$ cat config.mk
export PLATFORM = sky130hd
export DESIGN_NAME = port_table_rate_limited_gateway_unit
export DESIGN_NICKNAME = d
export VERILOG_FILES = /design/src/hw/rtl/ptg_pkg.sv /design/src/hw/rtl/port_table_rate_limited_gateway_unit.sv /design/src/hw/rtl/ptg_table.sv
export SDC_FILE = /design/constraint.sdc
export NUM_CORES = 2
export LEC_CHECK = 0
export BUFFER_PORTS_ARGS = -buffer_cell sky130_fd_sc_hd__buf_4
export CAP_MARGIN = 20
export CORE_AREA = 2 2 359 361
export CTS_CLUSTER_SIZE = 8
export DETAILED_ROUTE_END_ITERATION = 10
export DIE_AREA = 0 0 361 363
export PLACE_DENSITY_LB_ADDON = 0.2
export SLEW_MARGIN = 20
export SYNTH_ARGS = -nofsm -noshare
export SYNTH_HDL_FRONTEND = slang
export SYNTH_SLANG_ARGS = --single-unit
$ cat constraint.sdc
create_clock -name clk_i -period 10.5 [get_ports clk_i]
set_clock_uncertainty 0.2 [all_clocks]
set_input_delay 1.05 -clock clk_i [delete_from_list [all_inputs] [get_ports clk_i]]
set_output_delay 1.05 -clock clk_i [all_outputs]
set_load 0.01 [all_outputs]
$ cat src/hw/rtl/ptg_pkg.sv
package ptg_pkg;

  // default table depth
  localparam int unsigned NumPortsDef = 8;

  // fixed one-second rate window in milliseconds
  localparam logic [31:0] WindowMs = 32'd1000;

  // request action codes
  localparam logic [2:0] ActAdd      = 3'd0;
  localparam logic [2:0] ActUplink   = 3'd1;
  localparam logic [2:0] ActDownlink = 3'd2;
  localparam logic [2:0] ActRead     = 3'd3;
  localparam logic [2:0] ActClear    = 3'd4;

  // statistic counter slots
  localparam int unsigned StatCount   = 6;
  localparam int unsigned StatUpIn    = 0;
  localparam int unsigned StatUpDrop  = 1;
  localparam int unsigned StatUpPub   = 2;
  localparam int unsigned StatDnIn    = 3;
  localparam int unsigned StatDnDrop  = 4;
  localparam int unsigned StatDnSent  = 5;

  // one port table entry
  typedef struct packed {
    logic [7:0]  id;
    logic [7:0]  kind;
    logic        can_send;
    logic [15:0] cap;
    logic [31:0] win_start;
    logic [15:0] count;
  } entry_t;

  // table write command
  typedef struct packed {
    logic en;
    logic alloc;
    logic clear;
  } tbl_cmd_t;

endpackage

$ cat src/hw/rtl/port_table_rate_limited_gateway_unit.sv
// Port table gateway with a per-port uplink rate cap. A request is taken at a
// rising edge with start_i high and busy_o low; its single result appears on
// the result ports for exactly one cycle with done_o high, and the receiver
// cannot hold it off, so capture it on that cycle. Add, uplink and downlink
// requests scan the port table one entry per cycle through its single read
// port, then run the window check and the update: done_o rises NumPorts + 3
// cycles after the accepting edge, and a new request may be taken on the edge
// that ends the done_o cycle, so such a request occupies NumPorts + 4 cycles.
// Read, clear and unknown actions raise done_o one cycle after the accepting
// edge and occupy two cycles. The sink-installed register is written with
// cfg_we_i while idle.
module port_table_rate_limited_gateway_unit import ptg_pkg::*; #(
  parameter int unsigned NumPorts = NumPortsDef
) (
  input  logic               clk_i,
  input  logic               rst_ni,
  input  logic               cfg_we_i,
  input  logic               cfg_wdata_i,
  input  logic               start_i,
  output logic               busy_o,
  input  logic [2:0]         action_i,
  input  logic [7:0]         port_id_i,
  input  logic [15:0]        node_addr_i,
  input  logic [15:0]        payload_len_i,
  input  logic signed [15:0] signal_rssi_i,
  input  logic [31:0]        now_ms_i,
  input  logic [15:0]        cap_per_second_i,
  input  logic [7:0]         kind_code_i,
  input  logic               has_transmitter_i,
  input  logic               sink_accepts_i,
  input  logic [2:0]         counter_select_i,
  output logic               done_o,
  output logic               ok_o,
  output logic               admitted_o,
  output logic [31:0]        seq_number_o,
  output logic [7:0]         out_port_id_o,
  output logic [15:0]        out_addr_o,
  output logic [15:0]        out_len_o,
  output logic signed [15:0] out_rssi_o,
  output logic [7:0]         out_kind_o,
  output logic [31:0]        counter_value_o
);

  localparam int unsigned IdxW = (NumPorts > 1) ? $clog2(NumPorts) : 1;
  localparam logic [IdxW-1:0] LastIdx = IdxW'(NumPorts - 1);

  typedef enum logic [3:0] {
    StIdle   = 4'b0001,
    StScan   = 4'b0010,
    StWindow = 4'b0100,
    StDecide = 4'b1000
  } state_e;

  state_e state_q, state_d;

  // captured request
  logic [2:0]         act_q;
  logic [7:0]         pid_q;
  logic [15:0]        addr_q;
  logic [15:0]        len_q;
  logic signed [15:0] rssi_q;
  logic [31:0]        now_q;
  logic [15:0]        cap_q;
  logic [7:0]         kind_q;
  logic               tx_q;
  logic               accept_q;
  logic [2:0]         sel_q;

  // scan bookkeeping
  logic [IdxW-1:0] rd_idx_q;
  logic            issue_done_q;
  logic            cmp_vld_q;
  logic [IdxW-1:0] cmp_idx_q;
  logic            hit_q;
  logic [IdxW-1:0] hit_idx_q;
  entry_t          hit_ent_q;
  logic            free_q;
  logic [IdxW-1:0] free_idx_q;

  // window stage
  logic [31:0] win_q;
  logic [15:0] cnt_q;

  logic        sink_q;
  logic [31:0] seq_q;
  logic [31:0] stat_q [StatCount];

  // result registers
  logic               done_q;
  logic               ok_q;
  logic               adm_q;
  logic [31:0]        seq_out_q;
  logic [7:0]         pid_out_q;
  logic [15:0]        addr_out_q;
  logic [15:0]        len_out_q;
  logic signed [15:0] rssi_out_q;
  logic [7:0]         kind_out_q;
  logic [31:0]        cval_q;

  // table connections
  logic            rd_en;
  entry_t          rd_entry;
  logic            rd_used;
  tbl_cmd_t        wr_cmd;
  logic [IdxW-1:0] wr_idx;
  entry_t          wr_entry;

  logic                 accept_req;
  logic [31:0]          delta;
  logic                 expired;
  logic                 over;
  logic                 rate_run;
  logic                 up_adm;
  logic                 dn_pass;
  logic [StatCount-1:0] stat_inc;
  logic                 do_clear;

  ptg_table #(
    .NumPorts (NumPorts),
    .IdxW     (IdxW)
  ) u_table (
    .clk_i      (clk_i),
    .rst_ni     (rst_ni),
    .rd_en_i    (rd_en),
    .rd_idx_i   (rd_idx_q),
    .rd_entry_o (rd_entry),
    .rd_used_o  (rd_used),
    .wr_cmd_i   (wr_cmd),
    .wr_idx_i   (wr_idx),
    .wr_entry_i (wr_entry)
  );

  assign busy_o     = (state_q != StIdle);
  assign accept_req = start_i && !busy_o;
  assign rd_en      = (state_q == StScan) && !issue_done_q;

  // window arithmetic on the matched entry
  assign delta   = now_q - hit_ent_q.win_start;
  assign expired = (delta >= WindowMs);

  // rate decision and admission
  assign rate_run = hit_q && sink_q && (hit_ent_q.cap != 16'd0);
  assign over     = rate_run && (cnt_q >= hit_ent_q.cap);
  assign up_adm   = hit_q && sink_q && !over;
  assign dn_pass  = hit_q && hit_ent_q.can_send && accept_q;
  assign do_clear = (state_q == StDecide) && (act_q == ActClear);

  // table write selection
  always_comb begin
    wr_cmd   = '0;
    wr_idx   = hit_idx_q;
    wr_entry = hit_ent_q;
    if (state_q == StDecide) begin
      case (act_q)
        ActAdd: begin
          if (!hit_q && free_q) begin
            wr_cmd.en          = 1'b1;
            wr_cmd.alloc       = 1'b1;
            wr_idx             = free_idx_q;
            wr_entry.id        = pid_q;
            wr_entry.kind      = kind_q;
            wr_entry.can_send  = tx_q;
            wr_entry.cap       = cap_q;
            wr_entry.win_start = '0;
            wr_entry.count     = '0;
          end
        end
        ActUplink: begin
          if (rate_run) begin
            wr_cmd.en          = 1'b1;
            wr_entry.win_start = win_q;
            wr_entry.count     = over ? cnt_q : cnt_q + 16'd1;
          end
        end
        ActClear: begin
          wr_cmd.clear = 1'b1;
        end
        default: begin
          wr_cmd = '0;
        end
      endcase
    end
  end

  // statistic increments
  always_comb begin
    stat_inc = '0;
    if (state_q == StDecide) begin
      case (act_q)
        ActUplink: begin
          stat_inc[StatUpIn]   = 1'b1;
          stat_inc[StatUpPub]  = up_adm && accept_q;
          stat_inc[StatUpDrop] = !(up_adm && accept_q);
        end
        ActDownlink: begin
          stat_inc[StatDnIn]   = 1'b1;
          stat_inc[StatDnSent] = dn_pass;
          stat_inc[StatDnDrop] = !dn_pass;
        end
        default: begin
          stat_inc = '0;
        end
      endcase
    end
  end

  // sequencer
  always_comb begin
    state_d = state_q;
    case (state_q)
      StIdle: begin
        if (accept_req) begin
          if (action_i == ActAdd || action_i == ActUplink || action_i == ActDownlink) begin
            state_d = StScan;
          end else begin
            state_d = StDecide;
          end
        end
      end
      StScan: begin
        if (cmp_vld_q && cmp_idx_q == LastIdx) begin
          state_d = StWindow;
        end
      end
      StWindow: state_d = StDecide;
      StDecide: state_d = StIdle;
      default:  state_d = StIdle;
    endcase
  end

  always_ff @(posedge clk_i or negedge rst_ni) begin
    if (!rst_ni) begin
      state_q <= StIdle;
    end else begin
      state_q <= state_d;
    end
  end

  // request capture
  always_ff @(posedge clk_i) begin
    if (accept_req) begin
      act_q    <= action_i;
      pid_q    <= port_id_i;
      addr_q   <= node_addr_i;
      len_q    <= payload_len_i;
      rssi_q   <= signal_rssi_i;
      now_q    <= now_ms_i;
      cap_q    <= cap_per_second_i;
      kind_q   <= kind_code_i;
      tx_q     <= has_transmitter_i;
      accept_q <= sink_accepts_i;
      sel_q    <= counter_select_i;
    end
  end

  // table scan, compare one entry per cycle
  always_ff @(posedge clk_i or negedge rst_ni) begin
    if (!rst_ni) begin
      rd_idx_q     <= '0;
      issue_done_q <= 1'b0;
      cmp_vld_q    <= 1'b0;
      cmp_idx_q    <= '0;
      hit_q        <= 1'b0;
      hit_idx_q    <= '0;
      free_q       <= 1'b0;
      free_idx_q   <= '0;
    end else if (accept_req) begin
      rd_idx_q     <= '0;
      issue_done_q <= 1'b0;
      cmp_vld_q    <= 1'b0;
      hit_q        <= 1'b0;
      free_q       <= 1'b0;
    end else if (state_q == StScan) begin
      cmp_vld_q <= rd_en;
      if (rd_en) begin
        cmp_idx_q <= rd_idx_q;
        if (rd_idx_q == LastIdx) begin
          issue_done_q <= 1'b1;
        end else begin
          rd_idx_q <= rd_idx_q + IdxW'(1);
        end
      end
      if (cmp_vld_q) begin
        if (rd_used && rd_entry.id == pid_q && !hit_q) begin
          hit_q     <= 1'b1;
          hit_idx_q <= cmp_idx_q;
        end
        if (!rd_used && !free_q) begin
          free_q     <= 1'b1;
          free_idx_q <= cmp_idx_q;
        end
      end
    end
  end

  // matched entry copy and window restart
  always_ff @(posedge clk_i) begin
    if (state_q == StScan && cmp_vld_q && rd_used && rd_entry.id == pid_q && !hit_q) begin
      hit_ent_q <= rd_entry;
    end
    if (state_q == StWindow) begin
      win_q <= expired ? now_q : hit_ent_q.win_start;
      cnt_q <= expired ? 16'd0 : hit_ent_q.count;
    end
  end

  // sink register, sequence and statistics
  always_ff @(posedge clk_i or negedge rst_ni) begin
    if (!rst_ni) begin
      sink_q <= 1'b0;
      seq_q  <= '0;
      for (int k = 0; k < StatCount; k++) begin
        stat_q[k] <= '0;
      end
    end else begin
      if (do_clear) begin
        sink_q <= 1'b0;
        seq_q  <= '0;
      end else begin
        if (cfg_we_i) begin
          sink_q <= cfg_wdata_i;
        end
        if (state_q == StDecide && act_q == ActUplink && up_adm) begin
          seq_q <= seq_q + 32'd1;
        end
      end
      for (int k = 0; k < StatCount; k++) begin
        if (do_clear) begin
          stat_q[k] <= '0;
        end else if (stat_inc[k]) begin
          stat_q[k] <= stat_q[k] + 32'd1;
        end
      end
    end
  end

  // result strobe
  always_ff @(posedge clk_i or negedge rst_ni) begin
    if (!rst_ni) begin
      done_q <= 1'b0;
    end else begin
      done_q <= (state_q == StDecide);
    end
  end

  // result payload
  always_ff @(posedge clk_i) begin
    if (state_q == StDecide) begin
      ok_q       <= 1'b0;
      adm_q      <= 1'b0;
      seq_out_q  <= '0;
      pid_out_q  <= '0;
      addr_out_q <= '0;
      len_out_q  <= '0;
      rssi_out_q <= '0;
      kind_out_q <= '0;
      cval_q     <= '0;
      case (act_q)
        ActAdd: ok_q <= !hit_q && free_q;
        ActUplink: begin
          if (up_adm) begin
            ok_q       <= accept_q;
            adm_q      <= 1'b1;
            seq_out_q  <= seq_q;
            pid_out_q  <= pid_q;
            addr_out_q <= addr_q;
            len_out_q  <= len_q;
            rssi_out_q <= rssi_q;
            kind_out_q <= hit_ent_q.kind;
          end
        end
        ActDownlink: ok_q <= dn_pass;
        ActRead: begin
          if (32'(sel_q) < StatCount) begin
            cval_q <= stat_q[sel_q];
          end
        end
        default: begin
          ok_q <= 1'b0;
        end
      endcase
    end
  end

  assign done_o          = done_q;
  assign ok_o            = ok_q;
  assign admitted_o      = adm_q;
  assign seq_number_o    = seq_out_q;
  assign out_port_id_o   = pid_out_q;
  assign out_addr_o      = addr_out_q;
  assign out_len_o       = len_out_q;
  assign out_rssi_o      = rssi_out_q;
  assign out_kind_o      = kind_out_q;
  assign counter_value_o = cval_q;

endmodule

$ cat src/hw/rtl/ptg_table.sv
module ptg_table import ptg_pkg::*; #(
  parameter int unsigned NumPorts = NumPortsDef,
  parameter int unsigned IdxW     = (NumPorts > 1) ? $clog2(NumPorts) : 1
) (
  input  logic            clk_i,
  input  logic            rst_ni,
  input  logic            rd_en_i,
  input  logic [IdxW-1:0] rd_idx_i,
  output entry_t          rd_entry_o,
  output logic            rd_used_o,
  input  tbl_cmd_t        wr_cmd_i,
  input  logic [IdxW-1:0] wr_idx_i,
  input  entry_t          wr_entry_i
);

  entry_t              mem [NumPorts];
  logic [NumPorts-1:0] used_q;
  entry_t              rd_entry_q;
  logic                rd_used_q;

  // entry storage, one write and one registered read port
  always_ff @(posedge clk_i) begin
    if (wr_cmd_i.en) begin
      mem[wr_idx_i] <= wr_entry_i;
    end
    if (rd_en_i) begin
      rd_entry_q <= mem[rd_idx_i];
    end
  end

  // occupancy bits, cleared at once by reset or clear
  always_ff @(posedge clk_i or negedge rst_ni) begin
    if (!rst_ni) begin
      used_q    <= '0;
      rd_used_q <= 1'b0;
    end else begin
      if (wr_cmd_i.clear) begin
        used_q <= '0;
      end else if (wr_cmd_i.en && wr_cmd_i.alloc) begin
        used_q[wr_idx_i] <= 1'b1;
      end
      if (rd_en_i) begin
        rd_used_q <= used_q[rd_idx_i];
      end
    end
  end

  assign rd_entry_o = rd_entry_q;
  assign rd_used_o  = rd_used_q;

endmodule

# == After elaboration in Yosys (flattened, before gate mapping) ==
# Memory sizes are Yosys's and may differ from the RTL's. A register that Yosys moved wholly into a read port is not among the register bits.
# Cells that the tools add are included.
# W data, S select, Z words.
# word_totals
ram_bits,648
regBits,634
out_inout_bits,132
word_cells,218
memories,1
# classes
n_addsub,10
eq_ne,17
mux,71
n_reduce_logical,61
n_bitwise,3
magnitude_cmp,7
# memory_table
name,words,word_bits,rd,rd_ports_with_merged_regs,wr,line,text
u_table.mem,8,81,1,1,1,ptg_table.sv:16,entry_t mem [NumPorts];
# ops
operator,n
$mux W32,17
$add A32 B1 Y32 const B,7
$mux W81,2
$bmux W32 S3,1
$pmux W48 S2,1
$mux W48,1
$mux W33,1
$ge A32 B10 Y1 const B,1
$sub A32 B32 Y32,1
$mux W3,10
$reduce_bool A2 Y1,15
$mux W1,25
$logic_and A1 B1 Y1,23
$add A16 B1 Y16 const B,1
$ge A16 B16 Y1,1
$mux W16,1
$mux W8,2
$reduce_bool A16 Y1,1
$reduce_and A3 Y1,5
$mux W4,3
$pmux W4 S3,1
$eq A3 B2 Y1 const B,3
$eq A3 B3 Y1 const B,3
$eq A8 B8 Y1,1
other kinds (26),42

# == Depth between registers and ports, before layout ==
# logic_depth
word_depth,12
ltp_mapped,15

# == By module ==
# A second synthesis with hierarchy kept.
# unflattened
cells_unflattened,3614
area_unflattened_um2,57157.3
# modules_own_cells
mod,area_each_um2,seq_area_each_um2,cells_each,n_inst
port_table_rate_limited_gateway_unit,29919.9,17538.1,2544,1
ptg_table,27237.4,22116.2,1070,1

# == Worst setup path after synthesis ==
# No wires, ideal clock.
# synth_path
path_kind,register -> register
startpoint,reg state_q[2]
endpoint,mem u_table.mem[1][0] (netlist bit) (enable)
stages_incl_launch_ff,9
slack_ps,-490
arrival_time_ps,10171
t_required_ps,9680
path_cell_list,dfrtp_1 -> or4b_1 -> buf_4 -> inv_1 -> and3_1 -> clkbuf_1 -> clkbuf_1 -> a21oi_1 -> nor3_1
# synth_between
elab_chain_cells,4
word_cells_on_any_way,5
# synth_lines
item,line,text
"start, declared",port_table_rate_limited_gateway_unit.sv:54,"state_e state_q, state_d;"
"start signal, assigned",port_table_rate_limited_gateway_unit.sv:233,state_q <= StIdle;
"start signal, assigned",port_table_rate_limited_gateway_unit.sv:235,state_q <= state_d;
$eq A4 B4 Y1 (*),port_table_rate_limited_gateway_unit.sv:153,if (state_q == StDecide) begin
$mux W3,port_table_rate_limited_gateway_unit.sv:153,
$mux W1,ptg_table.sv:23,if (wr_cmd_i.en) begin
$mux W1 (implied by the code),ptg_table.sv:24,mem[wr_idx_i] <= wr_entry_i;
"end, declared",ptg_table.sv:16,
# Every way passes the cells marked *; elsewhere a longest branch is shown, timed or not.

# == Worst setup path in the final report ==
# layout_path
startpoint,reg state_q[2]
endpoint,mem u_table.mem[7][40] (netlist bit) (enable)
# Same word-level chain as after synthesis.

==> reports/qor.yml <==
yosys:
  synth_edf_count: 1108
  synthDistinctLibCells: 79
  synth_area_leader_cell: "edfxtp_1"
  synth-main-ff-cell: "edfxtp_1"
  ys_warn_count: 0
  syn_area_per_cell_um2: 15.73
  synth_cells: 3610
  yosys.area.top_type_share_pct: 58.58
  syn_nets: 3793
  synthesis.area_mm2: 0.05680
  synth_area_leaders: "edfxtp_1 (59%), dfrtp_1 (11%), mux4_2 (7.8%)"
  ys_ff_latch: 1363
  ys_async_sr_fraction_pct: 18.71
  ys_seq_area_share_pct: 69.82
clocking:
  cts_inserted_buffers: 188
  cts_buffer_depth: 3
  cts_tree: "yes"
  clk_pin_slew_ns: 0.05
  htree_levels: 4
  postCtsSetupRepairBufs: 0
  cts.sinks: 1363
  cts-root-buf: "clkbuf_16"
  cts_resized: 0
  cts_hold_buffers: 0
  worstSkewPairLatency_ns: 0.77
sta:
  setup_violations: 0
  worst_pin_slew_ns: 1.164
  finalSetupTns_ns: 0
  slew_viol_final: 0
  fin_crit_ns: 5.639
  fin_crit_sh_pct: 53.70
  rsz0062_at_grt: "no"
  whs_ns: 0.1526
  slew_headroom_pct: 22.37
  fmaxAchievable_mhz: 177.3
  finalHoldViolCount: 0
detailed_routing:
  finalWirelength_um: 127200
  vias: 31340
  drt_iter0_markers: 2561
  postRouteAntennaNets: 0
  drtPass1Iterations: 5
  drcViolationCount: 0
  via_per_inst: 5.526
  wire_per_inst_um: 22.43
pwr:
  power_leakage_nw: 23.26
  powerDensity_mw_per_mm2: 203.0
  ir_drop_uv: 188.0
critical_path:
  crit_required_ns: 10.67
  reg2regPathDepth: 9
  critPathArrivalTime_ns: 5.81
  path_class: "reg2reg"
  start_kind: "register"
  worstSetupEndpointType: "register"
  r2r_slack_ns: 4.86
  r2r-end: "u_table.mem[7][40]"
  worstPathMaxFanout: 64
  crit-reg2reg-launch: "state_q[2]"
cells_and_area:
  design_area_mm2: 0.06584
  final_cell_count_no_fill: 5671
  num-nets-final: 4126
  area_delta_synth_final_pct: 15.92
  final_common_cell: "edfxtp_1"
  fillers: 10350
  antennaDiodeCount: 0
  multi_input_area_mm2: 0.01629
  layout-drive-gt1-share_pct: 22.32
  seqCellArea_mm2: 0.03967
  final_cell_mix: "edfxtp_1 (1,108), nor2_1 (310), buf_4 (303)"
floorplanning:
  die_w_um: 361
  rows: 131
  fp.dieH_um: 363
  design.core.area_mm2: 0.1270
  die-area_mm2: 0.1310
  start_util_pct: 44.71
  ios: 257
placed_design:
  gp_congestion: 0.8467
  dp_hpwl_um: 74650
  placed_area_mm2: 0.06070
  port_buffers: 256
  dp_cells: 5415
hold_path:
  hold_path.class: "in2async"
global_route:
  grt_usage_pct: 19.57
  grt_pass1_vias: 32180
  grt_pass1_wl_um: 196400
  grt.overflow.total: 0
  grt_max_degree: 122
  antenna_found_initial: 1
status:
  status: "completed"
job:
  cap_violations: 0
critical path: stages, from the launching register on:
cell and delay (ns):
dfrtp_1 0.40, or4b_1 0.81, inv_6 0.51, and3_2 0.29, buf_4 0.55, and3_1 0.30
a31oi_1 0.11, nor3_4 0.74, buf_4 0.57, buf_4 0.67
cell type report:
type | instances | area share (%)
clock buffer | 245 | 7.518
sequential | 1363 | 60.25
multi-input combinational | 1991 | 24.74
inverter | 94 | 0.5511
clock inverter | 11 | 0.2794
timing repair buffer | 305 | 3.508
tap | 1662 | 3.158
synthesized netlist by cell type, types with 4 or more instances:
| cell type | n |
|---|---|
| and2_1 | 122 |
| clkbuf_1 | 137 |
| nor4_1 | 21 |
| mux4_2 | 196 |
| nor4b_1 | 6 |
| mux2_2 | 148 |
| o21ai_0 | 81 |
| nand4_1 | 58 |
| inv_1 | 94 |
| and4_1 | 15 |
| xnor2_1 | 100 |
| or3_1 | 41 |
| mux2i_1 | 13 |
| a21boi_0 | 4 |
| edfxtp_1 | 1108 |
| nand2b_1 | 15 |
| a22oi_1 | 32 |
| mux2_1 | 5 |
| a21oi_1 | 92 |
| dfrtp_1 | 254 |
| a2111oi_0 | 6 |
| and3_1 | 37 |
| ha_1 | 57 |
| xor2_1 | 123 |
| a22o_1 | 49 |
| a21o_1 | 17 |
| buf_1 | 18 |
| buf_2 | 4 |
| a211oi_1 | 11 |
| nor3b_1 | 6 |
| a31oi_1 | 17 |
| nand2_1 | 220 |
| o21a_1 | 6 |
| nor3_1 | 32 |
| o211ai_1 | 7 |
| nor2b_1 | 7 |
| nor2_1 | 317 |
| nand3_1 | 75 |
how the worst max path moves through the flow:
stage	cells past startpoint	slack, ns	endpoint	start
after floorplan	3	0.76	hit_ent_q[0]	state_q[2]
after global placement	9	4.90	u_table.mem[7][2]	state_q[2]
after detailed placement	9	4.81	u_table.mem[7][37]	state_q[2]
after CTS	9	4.78	u_table.mem[7][0]	state_q[2]
after global routing	9	4.50	u_table.mem[7][0]	state_q[2]
final	9	4.86	u_table.mem[7][40]	state_q[2]
kinds of logic (layout without fill, tap and decap cells):
kind of cell	count (synthesis)	after routing	synth area share [%]
AOI/OAI and AO/OA	358	358	4.164
xor gates and xnor gates	223	223	3.439
adders and majority gates	58	58	1.291
buffers and inverters	256	655	1.727
DFF	1363	1363	69.82
muxes	362	362	11.03
and+or+nand+nor	990	990	8.528
report_power, final:
part	switching, mW	total, mW	internal (mW)
logic	0.839	1.61	0.774
registers	0.183	6.35	6.17
clock network	2.16	5.40	3.24
sequential cells by signal, indices dropped and copies added (netlist names), 32 cells and up:
name                cells
seq_number_o           32
seq_q                  32
now_q                  32
win_q                  32
stat_q                192
u_table.mem           648
hit_ent_q              81
u_table.rd_entry_o     81
counter_value_o        32
through the flow:
| stage | total power, mW | util [%] | worst slack [ns] |
|---|---|---|---|
| 2_1_floorplan | 7.559 | - | 0.7560 |
| 3_3_place_gp | 8.078 | 47.79 | 4.896 |
| 3_5_place_dp | 8.091 | 47.79 | 4.813 |
| 4_1_cts | 13.54 | 51.83 | 4.777 |
| 5_1_grt | 13.90 | 51.83 | 4.495 |
| 6_report | 13.36 | 51.83 | 4.861 |
metal layers:
layer	global-route usage (%)	up-vias	part of all wire [%]
met5	0	-	0
met4	5.193	0	1.8
met3	3.706	172	5.0
met2	31.40	757	48
met1	27.57	16110	45
li1	-	14300	-
No activity file was read; power rests on OpenSTA's default activity.
